**src/hw/rtl/slt_pkg.sv**
```systemverilog
// Package with token codes, scan modes and keyword tables of the tokenizer.
`timescale 1ns / 1ps
`default_nettype none
package slt_pkg;

	localparam int KIND_BITS   = 6;
	localparam int LEN_BITS    = 16;
	localparam int MAX_TOK     = 4;
	localparam int TOK_IDX_BITS = 2;
	localparam int TOK_CNT_BITS = 3;
	localparam int RAW_TOK     = 6;
	localparam int QUEUE_DEPTH = 4;

	typedef enum logic [3:0] {
		M_IDLE,
		M_SLASH,
		M_COMMENT,
		M_OPER,
		M_NUMBER,
		M_NUMDOT,
		M_FRACTION,
		M_WORD,
		M_STRING
	} mode_t;

	localparam logic [KIND_BITS-1:0] K_DOT        = 6'd5;
	localparam logic [KIND_BITS-1:0] K_SLASH      = 6'd9;
	localparam logic [KIND_BITS-1:0] K_BANG       = 6'd11;
	localparam logic [KIND_BITS-1:0] K_EQUAL      = 6'd13;
	localparam logic [KIND_BITS-1:0] K_GREATER    = 6'd15;
	localparam logic [KIND_BITS-1:0] K_LESS       = 6'd17;
	localparam logic [KIND_BITS-1:0] K_IDENT      = 6'd19;
	localparam logic [KIND_BITS-1:0] K_STRING     = 6'd20;
	localparam logic [KIND_BITS-1:0] K_NUMBER     = 6'd21;
	localparam logic [KIND_BITS-1:0] K_KEYWORD0   = 6'd22;
	localparam logic [KIND_BITS-1:0] K_ERROR      = 6'd38;
	localparam logic [KIND_BITS-1:0] K_EOF        = 6'd39;

	typedef struct packed {
		logic [KIND_BITS-1:0] kind;
		logic [LEN_BITS-1:0]  len;
	} tok_meta_t;

	// Keywords, space padded to six characters, first character at the top byte.
	localparam logic [47:0] KW_TEXT [16] = '{
		"and   ", "class ", "else  ", "false ", "for   ", "fun   ", "if    ", "nil   ",
		"or    ", "print ", "return", "super ", "this  ", "true  ", "var   ", "while "
	};
	localparam int KW_LEN [16] = '{3, 5, 4, 5, 3, 3, 2, 3, 2, 5, 6, 5, 4, 4, 3, 5};

	// Map a word to its keyword kind, or identifier.
	function automatic logic [KIND_BITS-1:0] kw_kind(input logic [5:0][7:0] p,
			input logic [LEN_BITS-1:0] len);
		logic [KIND_BITS-1:0] k;
		logic hit;
		k = K_IDENT;
		for (int i = 0; i < 16; i++) begin
			hit = (len == LEN_BITS'(KW_LEN[i]));
			for (int j = 0; j < 6; j++) begin
				if (j < KW_LEN[i] && p[j] != KW_TEXT[i][8*(5-j) +: 8])
					hit = 1'b0;
			end
			if (hit)
				k = K_KEYWORD0 + KIND_BITS'(i);
		end
		return k;
	endfunction

	// Kind of a comparison operator, with or without a trailing '='.
	function automatic logic [KIND_BITS-1:0] oper_kind(input logic [7:0] op, input logic eq);
		logic [KIND_BITS-1:0] k;
		case (op)
			8'h21: k = K_BANG;
			8'h3D: k = K_EQUAL;
			8'h3E: k = K_GREATER;
			default: k = K_LESS;
		endcase
		return eq ? k + 6'd1 : k;
	endfunction

	// Kind of a one-character token; error for any byte that starts nothing.
	function automatic logic [KIND_BITS-1:0] single_kind(input logic [7:0] b);
		logic [KIND_BITS-1:0] k;
		case (b)
			8'h28: k = 6'd0;
			8'h29: k = 6'd1;
			8'h7B: k = 6'd2;
			8'h7D: k = 6'd3;
			8'h2C: k = 6'd4;
			8'h2E: k = K_DOT;
			8'h2D: k = 6'd6;
			8'h2B: k = 6'd7;
			8'h3B: k = 6'd8;
			8'h2F: k = K_SLASH;
			8'h2A: k = 6'd10;
			default: k = K_ERROR;
		endcase
		return k;
	endfunction

endpackage
`default_nettype wire

```
**src/hw/rtl/slt_front.sv**
```systemverilog
// Scanner front end: holds the scan state and turns each byte into a batch of tokens.
`timescale 1ns / 1ps
`default_nettype none
module slt_front #(
	parameter int OFFSET_BITS = 24,
	parameter int LINE_BITS   = 16,
	parameter int KEYWORD_MAX = 6
) (
	input  wire logic                          clk,
	input  wire logic                          arst_n,
	input  wire logic [7:0]                    text_byte,
	input  wire logic                          end_of_text,
	input  wire logic                          accept,
	output logic                               bat_valid,
	output logic [slt_pkg::TOK_IDX_BITS-1:0]   bat_last,
	output slt_pkg::tok_meta_t                 bat_meta  [slt_pkg::MAX_TOK],
	output logic [OFFSET_BITS-1:0]             bat_start [slt_pkg::MAX_TOK],
	output logic [LINE_BITS-1:0]               bat_line  [slt_pkg::MAX_TOK]
);
	import slt_pkg::*;

	localparam int PIDX_BITS = $clog2(KEYWORD_MAX);
	localparam logic [OFFSET_BITS-1:0] OFF_MAX  = {OFFSET_BITS{1'b1}};
	localparam logic [LINE_BITS-1:0]   LINE_MAX = {LINE_BITS{1'b1}};
	localparam logic [LEN_BITS-1:0]    LEN_MAX  = {LEN_BITS{1'b1}};

	mode_t                   mode_q, mode_n;
	logic [7:0]              oper_q, oper_n;
	logic [OFFSET_BITS-1:0]  start_q, start_n;
	logic [OFFSET_BITS-1:0]  pos_q, pos_n;
	logic [LINE_BITS-1:0]    line_q, line_n, line_inc;
	logic [LEN_BITS-1:0]     len_q, len_n;
	logic [7:0]              prefix_q [KEYWORD_MAX];
	logic [7:0]              prefix_n [KEYWORD_MAX];
	logic [5:0][7:0]         word_q, word_n;
	logic                    rescan;

	tok_meta_t               r_meta  [RAW_TOK];
	logic [OFFSET_BITS-1:0]  r_start [RAW_TOK];
	logic [LINE_BITS-1:0]    r_line  [RAW_TOK];
	logic [RAW_TOK-1:0]      r_v;
	logic [TOK_CNT_BITS-1:0] cnt;

	function automatic logic is_digit(input logic [7:0] b);
		return b >= 8'h30 && b <= 8'h39;
	endfunction

	function automatic logic is_letter(input logic [7:0] b);
		return (b >= 8'h61 && b <= 8'h7A) || (b >= 8'h41 && b <= 8'h5A);
	endfunction

	function automatic logic [LEN_BITS-1:0] len_add(input logic [LEN_BITS-1:0] l,
			input logic [1:0] n);
		logic [LEN_BITS:0] s;
		s = {1'b0, l} + (LEN_BITS+1)'(n);
		return s[LEN_BITS] ? LEN_MAX : s[LEN_BITS-1:0];
	endfunction

	// Gather the first six prefix bytes for the keyword compare.
	always_comb begin
		for (int j = 0; j < 6; j++) begin
			word_q[j] = prefix_q[j];
			word_n[j] = prefix_n[j];
		end
	end

	assign pos_n    = (pos_q == OFF_MAX) ? pos_q : pos_q + 1'b1;
	assign line_inc = (line_q == LINE_MAX) ? line_q : line_q + 1'b1;

	// Scan one byte: close the pending token, rescan, and close everything at end of text.
	always_comb begin
		mode_n  = mode_q;
		oper_n  = oper_q;
		start_n = start_q;
		len_n   = len_q;
		line_n  = line_q;
		for (int i = 0; i < KEYWORD_MAX; i++)
			prefix_n[i] = prefix_q[i];
		rescan = 1'b0;
		r_v = '0;
		for (int i = 0; i < RAW_TOK; i++) begin
			r_meta[i]  = '{kind: K_ERROR, len: '0};
			r_start[i] = start_q;
			r_line[i]  = line_q;
		end

		case (mode_q)
			M_IDLE: rescan = 1'b1;
			M_SLASH: begin
				if (text_byte == 8'h2F) begin
					mode_n = M_COMMENT;
				end else begin
					r_v[0] = 1'b1;
					r_meta[0] = '{kind: K_SLASH, len: LEN_BITS'(1)};
					rescan = 1'b1;
				end
			end
			M_COMMENT: begin
				if (text_byte == 8'h0A) begin
					line_n = line_inc;
					mode_n = M_IDLE;
				end
			end
			M_OPER: begin
				r_v[0] = 1'b1;
				if (text_byte == 8'h3D) begin
					r_meta[0] = '{kind: oper_kind(oper_q, 1'b1), len: LEN_BITS'(2)};
					mode_n = M_IDLE;
				end else begin
					r_meta[0] = '{kind: oper_kind(oper_q, 1'b0), len: LEN_BITS'(1)};
					rescan = 1'b1;
				end
			end
			M_NUMBER, M_FRACTION: begin
				if (is_digit(text_byte)) begin
					len_n = len_add(len_q, 2'd1);
				end else if (mode_q == M_NUMBER && text_byte == 8'h2E) begin
					mode_n = M_NUMDOT;
				end else begin
					r_v[0] = 1'b1;
					r_meta[0] = '{kind: K_NUMBER, len: len_q};
					rescan = 1'b1;
				end
			end
			M_NUMDOT: begin
				if (is_digit(text_byte)) begin
					len_n  = len_add(len_q, 2'd2);
					mode_n = M_FRACTION;
				end else begin
					r_v[1:0] = 2'b11;
					r_meta[0] = '{kind: K_NUMBER, len: len_q};
					r_meta[1] = '{kind: K_DOT, len: LEN_BITS'(1)};
					r_start[1] = (pos_q == OFF_MAX) ? OFF_MAX : pos_q - 1'b1;
					rescan = 1'b1;
				end
			end
			M_WORD: begin
				if (is_letter(text_byte) || is_digit(text_byte)) begin
					if (len_q < LEN_BITS'(KEYWORD_MAX))
						prefix_n[len_q[PIDX_BITS-1:0]] = text_byte;
					len_n = len_add(len_q, 2'd1);
				end else begin
					r_v[0] = 1'b1;
					r_meta[0] = '{kind: kw_kind(word_q, len_q), len: len_q};
					rescan = 1'b1;
				end
			end
			M_STRING: begin
				len_n = len_add(len_q, 2'd1);
				if (text_byte == 8'h22) begin
					r_v[0] = 1'b1;
					r_meta[0] = '{kind: K_STRING, len: len_n};
					mode_n = M_IDLE;
				end else if (text_byte == 8'h0A) begin
					line_n = line_inc;
				end
			end
			default: rescan = 1'b1;
		endcase

		// Start a new token from this byte.
		if (rescan) begin
			mode_n  = M_IDLE;
			start_n = pos_q;
			if (text_byte == 8'h20 || text_byte == 8'h09 || text_byte == 8'h0D) begin
				mode_n = M_IDLE;
			end else if (text_byte == 8'h0A) begin
				line_n = line_inc;
			end else if (text_byte == 8'h2F) begin
				mode_n = M_SLASH;
			end else if (is_digit(text_byte)) begin
				mode_n = M_NUMBER;
				len_n  = LEN_BITS'(1);
			end else if (is_letter(text_byte)) begin
				mode_n = M_WORD;
				len_n  = LEN_BITS'(1);
				prefix_n[0] = text_byte;
			end else if (text_byte == 8'h21 || text_byte == 8'h3D ||
					text_byte == 8'h3C || text_byte == 8'h3E) begin
				mode_n = M_OPER;
				oper_n = text_byte;
			end else if (text_byte == 8'h22) begin
				mode_n = M_STRING;
				len_n  = LEN_BITS'(1);
			end else begin
				r_v[2] = 1'b1;
				r_meta[2].kind = single_kind(text_byte);
				r_meta[2].len  = (single_kind(text_byte) == K_ERROR) ? '0 : LEN_BITS'(1);
				r_start[2] = pos_q;
			end
		end
		r_line[2] = line_n;

		// Close the pending token and add the end marker.
		for (int i = 3; i < RAW_TOK; i++) begin
			r_start[i] = start_n;
			r_line[i]  = line_n;
		end
		if (end_of_text) begin
			case (mode_n)
				M_SLASH: begin
					r_v[3] = 1'b1;
					r_meta[3] = '{kind: K_SLASH, len: LEN_BITS'(1)};
				end
				M_OPER: begin
					r_v[3] = 1'b1;
					r_meta[3] = '{kind: oper_kind(oper_n, 1'b0), len: LEN_BITS'(1)};
				end
				M_NUMBER, M_FRACTION: begin
					r_v[3] = 1'b1;
					r_meta[3] = '{kind: K_NUMBER, len: len_n};
				end
				M_NUMDOT: begin
					r_v[4:3] = 2'b11;
					r_meta[3] = '{kind: K_NUMBER, len: len_n};
					r_meta[4] = '{kind: K_DOT, len: LEN_BITS'(1)};
					r_start[4] = (pos_n == OFF_MAX) ? OFF_MAX : pos_n - 1'b1;
				end
				M_WORD: begin
					r_v[3] = 1'b1;
					r_meta[3] = '{kind: kw_kind(word_n, len_n), len: len_n};
				end
				M_STRING: begin
					r_v[3] = 1'b1;
					r_meta[3] = '{kind: K_ERROR, len: '0};
				end
				default: r_v[3] = 1'b0;
			endcase
			r_v[5] = 1'b1;
			r_meta[5] = '{kind: K_EOF, len: '0};
			r_start[5] = pos_n;
		end
	end

	// Pack the raw tokens into consecutive batch slots.
	always_comb begin
		cnt = '0;
		for (int i = 0; i < MAX_TOK; i++) begin
			bat_meta[i]  = r_meta[RAW_TOK-1];
			bat_start[i] = r_start[RAW_TOK-1];
			bat_line[i]  = r_line[RAW_TOK-1];
		end
		for (int r = 0; r < RAW_TOK; r++) begin
			if (r_v[r] && cnt < TOK_CNT_BITS'(MAX_TOK)) begin
				bat_meta[cnt[TOK_IDX_BITS-1:0]]  = r_meta[r];
				bat_start[cnt[TOK_IDX_BITS-1:0]] = r_start[r];
				bat_line[cnt[TOK_IDX_BITS-1:0]]  = r_line[r];
				cnt = cnt + 1'b1;
			end
		end
	end

	assign bat_valid = accept && (cnt != '0);
	assign bat_last  = TOK_IDX_BITS'(cnt - 1'b1);

	// Advance the scan state on each accepted item; end of text returns to reset.
	always_ff @(posedge clk or negedge arst_n) begin
		if (!arst_n) begin
			mode_q  <= M_IDLE;
			oper_q  <= '0;
			start_q <= '0;
			pos_q   <= '0;
			line_q  <= LINE_BITS'(1);
			len_q   <= '0;
		end else if (accept) begin
			if (end_of_text) begin
				mode_q  <= M_IDLE;
				oper_q  <= '0;
				start_q <= '0;
				pos_q   <= '0;
				line_q  <= LINE_BITS'(1);
				len_q   <= '0;
			end else begin
				mode_q  <= mode_n;
				oper_q  <= oper_n;
				start_q <= start_n;
				pos_q   <= pos_n;
				line_q  <= line_n;
				len_q   <= len_n;
			end
		end
	end

	// Hold the word prefix; entries are read only after the current word wrote them.
	always_ff @(posedge clk) begin
		if (accept) begin
			for (int i = 0; i < KEYWORD_MAX; i++)
				prefix_q[i] <= prefix_n[i];
		end
	end

endmodule
`default_nettype wire

```
**src/hw/rtl/slt_back.sv**
```systemverilog
// Token back end: queues token batches and delivers them one item at a time.
`timescale 1ns / 1ps
`default_nettype none
module slt_back #(
	parameter int OFFSET_BITS = 24,
	parameter int LINE_BITS   = 16
) (
	input  wire logic                          clk,
	input  wire logic                          arst_n,
	input  wire logic                          bat_valid,
	input  wire logic [slt_pkg::TOK_IDX_BITS-1:0] bat_last,
	input  wire slt_pkg::tok_meta_t            bat_meta  [slt_pkg::MAX_TOK],
	input  wire logic [OFFSET_BITS-1:0]        bat_start [slt_pkg::MAX_TOK],
	input  wire logic [LINE_BITS-1:0]          bat_line  [slt_pkg::MAX_TOK],
	output logic                               full,
	output logic                               empty,
	input  wire logic                          pop,
	output logic [slt_pkg::KIND_BITS-1:0]      token_kind,
	output logic [OFFSET_BITS-1:0]             start_offset,
	output logic [slt_pkg::LEN_BITS-1:0]       token_length,
	output logic [LINE_BITS-1:0]               line_number,
	output logic                               last_of_run
);
	import slt_pkg::*;

	localparam int PTR_BITS = $clog2(QUEUE_DEPTH);
	localparam int CNT_BITS = $clog2(QUEUE_DEPTH + 1);

	tok_meta_t              q_meta  [QUEUE_DEPTH][MAX_TOK];
	logic [OFFSET_BITS-1:0] q_start [QUEUE_DEPTH][MAX_TOK];
	logic [LINE_BITS-1:0]   q_line  [QUEUE_DEPTH][MAX_TOK];
	logic [TOK_IDX_BITS-1:0] q_last [QUEUE_DEPTH];
	logic [PTR_BITS-1:0]    wr_q, rd_q;
	logic [CNT_BITS-1:0]    count_q;
	logic [TOK_IDX_BITS-1:0] sub_q;
	logic                   take, batch_done;

	assign empty = (count_q == '0);
	assign full  = (count_q == CNT_BITS'(QUEUE_DEPTH));
	assign take  = pop && !empty;
	assign batch_done = take && (sub_q == q_last[rd_q]);

	// Show the current item of the oldest batch.
	assign token_kind   = q_meta[rd_q][sub_q].kind;
	assign token_length = q_meta[rd_q][sub_q].len;
	assign start_offset = q_start[rd_q][sub_q];
	assign line_number  = q_line[rd_q][sub_q];
	assign last_of_run  = (sub_q == q_last[rd_q]);

	// Store incoming batches.
	always_ff @(posedge clk) begin
		if (bat_valid) begin
			q_last[wr_q] <= bat_last;
			for (int i = 0; i < MAX_TOK; i++) begin
				q_meta[wr_q][i]  <= bat_meta[i];
				q_start[wr_q][i] <= bat_start[i];
				q_line[wr_q][i]  <= bat_line[i];
			end
		end
	end

	// Advance pointers, fill count and the position inside the head batch.
	always_ff @(posedge clk or negedge arst_n) begin
		if (!arst_n) begin
			wr_q    <= '0;
			rd_q    <= '0;
			count_q <= '0;
			sub_q   <= '0;
		end else begin
			if (bat_valid)
				wr_q <= wr_q + 1'b1;
			if (batch_done) begin
				rd_q  <= rd_q + 1'b1;
				sub_q <= '0;
			end else if (take) begin
				sub_q <= sub_q + 1'b1;
			end
			count_q <= count_q + CNT_BITS'(bat_valid) - CNT_BITS'(batch_done);
		end
	end

endmodule
`default_nettype wire

```
**src/hw/rtl/script_language_tokenizer_core.sv**
```systemverilog
// Top level of the streaming tokenizer: scanner front end and token queue.
//
// The block takes one source byte per cycle and produces the tokens of a small
// scripting language. Each accepted byte yields zero to four tokens, delivered
// one per pop in source order, the last one of a byte flagged by last_of_run. The
// scanner closes a token within the cycle its byte is accepted, so a byte can be
// pushed every cycle; bytes keep flowing while the token queue has room for a
// further batch (four batches). Sustained throughput is one byte per cycle as long
// as the consumer pops at least as many tokens as the source produces; a byte that
// yields n tokens takes n pops on the output side. After the byte marked
// end_of_text the EOF token is emitted and the scan restarts at offset 0, line 1.
`timescale 1ns / 1ps
`default_nettype none
module script_language_tokenizer_core #(
	parameter int OFFSET_BITS = 24,
	parameter int LINE_BITS   = 16,
	parameter int KEYWORD_MAX = 6
) (
	input  wire logic                        clk,
	input  wire logic                        arst_n,
	input  wire logic [7:0]                  text_byte,
	input  wire logic                        end_of_text,
	input  wire logic                        push,
	output logic                             full,
	output logic [slt_pkg::KIND_BITS-1:0]    token_kind,
	output logic [OFFSET_BITS-1:0]           start_offset,
	output logic [slt_pkg::LEN_BITS-1:0]     token_length,
	output logic [LINE_BITS-1:0]             line_number,
	output logic                             last_of_run,
	output logic                             empty,
	input  wire logic                        pop
);
	import slt_pkg::*;

	logic                     accept;
	logic                     bat_valid;
	logic [TOK_IDX_BITS-1:0]  bat_last;
	tok_meta_t                bat_meta  [MAX_TOK];
	logic [OFFSET_BITS-1:0]   bat_start [MAX_TOK];
	logic [LINE_BITS-1:0]     bat_line  [MAX_TOK];

	assign accept = push && !full;

	// Scan bytes into token batches.
	slt_front #(
		.OFFSET_BITS(OFFSET_BITS),
		.LINE_BITS  (LINE_BITS),
		.KEYWORD_MAX(KEYWORD_MAX)
	) u_front (
		.clk        (clk),
		.arst_n     (arst_n),
		.text_byte  (text_byte),
		.end_of_text(end_of_text),
		.accept     (accept),
		.bat_valid  (bat_valid),
		.bat_last   (bat_last),
		.bat_meta   (bat_meta),
		.bat_start  (bat_start),
		.bat_line   (bat_line)
	);

	// Queue batches and hand out tokens.
	slt_back #(
		.OFFSET_BITS(OFFSET_BITS),
		.LINE_BITS  (LINE_BITS)
	) u_back (
		.clk         (clk),
		.arst_n      (arst_n),
		.bat_valid   (bat_valid),
		.bat_last    (bat_last),
		.bat_meta    (bat_meta),
		.bat_start   (bat_start),
		.bat_line    (bat_line),
		.full        (full),
		.empty       (empty),
		.pop         (pop),
		.token_kind  (token_kind),
		.start_offset(start_offset),
		.token_length(token_length),
		.line_number (line_number),
		.last_of_run (last_of_run)
	);

endmodule
`default_nettype wire

```
**config.mk**
```make
export PLATFORM = sky130hd
export DESIGN_NAME = script_language_tokenizer_core
export DESIGN_NICKNAME = d
export VERILOG_FILES = /design/src/hw/rtl/slt_pkg.sv /design/src/hw/rtl/slt_front.sv /design/src/hw/rtl/slt_back.sv /design/src/hw/rtl/script_language_tokenizer_core.sv
export SDC_FILE = /design/constraint.sdc
export NUM_CORES = 2
export LEC_CHECK = 0
export ABC_AREA = 1
export ABC_CLOCK_PERIOD_IN_PS = 17200
export BUFFER_PORTS_ARGS = -buffer_cell sky130_fd_sc_hd__buf_2
export CAP_MARGIN = 20
export CORE_MARGIN = 2
export CORE_UTILIZATION = 50
export DETAILED_ROUTE_END_ITERATION = 7
export PLACE_DENSITY_LB_ADDON = 0.08
export SLEW_MARGIN = 40
export SYNTH_ARGS = -nofsm -noshare
export SYNTH_HDL_FRONTEND = slang
export SYNTH_SLANG_ARGS = --single-unit
```
**constraint.sdc**
```tcl
create_clock -name clk -period 17.2 [get_ports clk]
set_clock_uncertainty 0.1 [all_clocks]
set_input_delay 1.72 -clock clk [delete_from_list [all_inputs] [get_ports clk]]
set_output_delay 1.72 -clock clk [all_outputs]
set_load 0.03 [all_outputs]
```
==> insert_results.sql <==
INSERT INTO impl_metrics (metric_group, metric, value, unit) VALUES
('clocking', 'tritoncts_clock_tree', 'built', ''),
('clocking', 'clk_pin_slew_worst_paths', '0.06', 'ns'),
('global_route', 'global_route_wire_length_before_repair', '279', 'mm'),
('clocking', 'clk_root_buffer_cell', 'clkbuf_16', ''),
('floorplan', 'rows', '122', ''),
('setup_path', 'crit_path_frequent_cell', 'nand2_1', ''),
('layout', 'combined_area_of_the_multi_input_logic_cells', '0.0201', 'mm^2'),
('timing', 'grt_setup_unrepaired', 'false', ''),
('clocking', 'cts_setup_buffers', '0', ''),
('logic_synthesis', 'yosys-top-cells-count', 'edfxtp_1 (984), nor2_1 (933), nand2_1 (844)', ''),
('layout', 'flow.area_growth_from_synthesis', '9.68', '%'),
('layout', 'post-route-util', '55.1', '%'),
('logic_synthesis', 'ys_dominant_reg_cell', 'edfxtp_1', ''),
('setup_path', 'type_of_the_worst_setup_path', 'primary input to flop', ''),
('clocking', 'post_cts_hold_buffer_count', '0', ''),
('logic_synthesis', 'synth_top_area_share', '53.4', '%'),
('global_route', 'grt.total_usage', '32.9', '%'),
('setup_path', 'crit_required', '17.44', 'ns'),
('setup_path', 'critical_path.n_buffers_inverters', '11', ''),
('setup_path', 'crit_slowest_cell', 'buf_4', ''),
('detailed_routing', 'vias', '46100', ''),
('logic_synthesis', 'synth_area', '0.0554', 'mm^2'),
('detailed_routing', 'number_of_nets_still_failing_antenna_checks_after_routing', '0', ''),
('setup_path', 'worst-path-max-fanout', '64', ''),
('logic_synthesis', 'post_synth_num_cell_types', '57', ''),
('logic_synthesis', 'syn-mean-instance-area', '9.39', 'um^2'),
('clocking', 'clock-sinks', '1085', ''),
('floorplan', 'top_level_ports', '78', ''),
('outcome', 'outcome', 'complete, but fails checks', ''),
('timing', 'final-hold-violation-count', '0', ''),
('logic_synthesis', 'synth.most_common_cell', 'edfxtp_1', ''),
('setup_path', 'critical-path-max-stage-delay', '0.75', 'ns'),
('detailed_routing', 'drt_drc_violations_left', '1', ''),
('timing', 'worst_slew_pin_slew', '0.916', 'ns'),
('clocking', 'clk_latency', '0.72', 'ns'),
('outcome', 'failing_checks', 'DRC', ''),
('layout', 'fill_cells', '10000', ''),
('timing', 'timing.fmax', '104', 'MHz'),
('timing', 'timing.final.crit_share', '56.0', '%'),
('logic_synthesis', 'synthArstFlopShare', '9.31', '%'),
('logic_synthesis', 'synth_sequential_area_ratio', '57.9', '%'),
('timing', 'tns', '0', 'ns'),
('global_route', 'initial_antenna_violation_count', '14', ''),
('setup_path', 'timing.critical_path.to_type', 'flop', ''),
('detailed_routing', 'detail_route.wl_per_cell', '25.7', 'um'),
('layout', 'fin_nets', '5861', ''),
('global_route', 'grt_remaining_overflow', '0', ''),
('layout', 'seq_area', '0.0321', 'mm^2'),
('timing', 'finalCriticalPeriod', '9.64', 'ns'),
('floorplan', 'start_util', '50.2', '%'),
('logic_synthesis', 'postSynthCellCount', '5900', ''),
('timing', 'max-slew-margin-rel', '38.3', '%'),
('global_route', 'grt_max_degree', '203', ''),
('logic_synthesis', 'synth_edf_count', '984', ''),
('job', 'max-cap-violations', '0', ''),
('clocking', 'tritoncts.num_buffers', '112', ''),
('setup_path', 'critPathArrivalTime', '9.87', 'ns'),
('global_route', 'via_count_of_the_first_global_routing_pass', '42400', ''),
('floorplan', 'floorplan.die_area', '0.113', 'mm^2'),
('power', 'cellPowerDensity', '222', 'mW/mm^2'),
('detailed_routing', 'wirelength', '190', 'mm'),
('setup_path', 'crit_family', 'buffers and inverters', ''),
('detailed_routing', 'drt_pass1_iterations', '8', ''),
('logic_synthesis', 'synthTopCellsByArea', 'edfxtp_1 (53%), o21ai_0 (7.3%), nor2_1 (6.3%)', ''),
('timing', 'timing.final.setup_violations', '0', ''),
('power', 'p_leak', '0.0221', 'uW'),
('floorplan', 'core_area', '0.110', 'mm^2'),
('placement', 'finalWeightedCongestion', '1.00', ''),
('floorplan', 'fp.dieW', '337', 'um'),
('layout', 'layout-drive-gt1-share', '7.30', '%'),
('timing', 'final-max-slew-violation-count', '0', '');
[through the flow]
stage	std cells	instance area, um^2	power (uW)	setup slack, ns	hold WS (ns)
floorplan	5900	55400	8720	0.293	0.353
global placement	7175	56800	10800	6.34	0.368
detailed placement	7180	56900	10900	7.01	0.379
CTS	7391	60600	13400	7.76	0.392
global route	7395	60700	14100	6.98	0.429
finish	7397	60700	13500	7.56	0.398
[worst min-delay path, delay by kind of cell (launching register included)]
family             cells  cell delay (ns)
AOI/OAI and AO/OA      1             0.06
DFF                    1             0.34
and+or+nand+nor        1             0.06
[sequential cells by signal (all words and copies together), names as in the netlist, 16 cells and up]
name / cells
u_front.len_q: 16
u_front.prefix_q: 48
u_front.start_q: 24
u_back.q_line: 192
u_back.q_start: 384
u_front.line_q: 16
u_front.pos_q: 24
u_back.q_meta: 352
[cell usage in the layout (no fill, tap or decap), drive strengths merged, types with 2 or more instances in the layout]
cell type,instances
o22ai,196
o21bai,5
nor4,28
and2,3
nor3,90
buf,151
inv,492
a211oi,15
clkinv,64
nand4,94
a31oi,22
diode,2
bufinv,12
o2111ai,11
a221oi,6
o221ai,193
o311ai,2
o31ai,9
ha,37
clkbuf,138
o41ai,5
xor2,58
nand2,869
nor2,949
dfrtp,100
o21ai,856
a21oi,134
o32ai,4
clkinvlp,5
a22oi,5
nand3,240
o21a,2
edfxtp,984
or2,3
o211ai,111
nand3b,7
[routing by layer]
| layer | GRT usage, % | wire length, um | vias up |
|---|---|---|---|
| li1 | - | - | 20900 |
| met1 | 48.8 | 82700 | 22500 |
| met2 | 48.8 | 82200 | 2334 |
| met3 | 6.32 | 18700 | 377 |
| met4 | 10.5 | 6250 | 10 |
| met5 | 0 | 64 | - |
[worst paths after layout]
check | start | to | slack (ns) | cells after the start
max reg2reg | u_front.mode_q[2] | u_back.q_meta[0][17] | 8.47 | 30
max | text_byte[0] | u_back.q_meta[0][17] | 7.56 | 32
min | u_front.start_q[17] | u_front.start_q[17] | 0.40 | 2
min reg2reg | u_front.start_q[17] | u_front.start_q[17] | 0.40 | 2
min in group asynchronous | arst_n | u_front.start_q[18] | 0.96 | 1
max in group asynchronous | arst_n | u_back.sub_q[0] | 14.88 | 2
[power by group]
group	internal, uW	switching (uW)	leakage [uW]
Clock	1400	1040	0.00179
Sequential	4280	287	0.0105
Combinational	1440	5030	0.00979
[logic make-up after synthesis]
logic type	after synthesis	share of synthesized area [%]
xor gates and xnor gates	59	0.933
DFF	1085	57.9
and+or+nand+nor	2284	17.3
AOI/OAI and AO/OA	1579	17.0
adders and majority gates	38	0.872
buffers and inverters	855	5.97
[layout make-up]
class	count	share of cell area, %
timing repair buffer	151	1.83
clock buffer	138	4.86
tap	1488	3.07
sequential	1085	52.8
inverter	500	3.13
multi-input combinational	3960	33.1
clock inverter	73	1.20
antenna	2	0.00824
(Power assumes the default switching activity.)
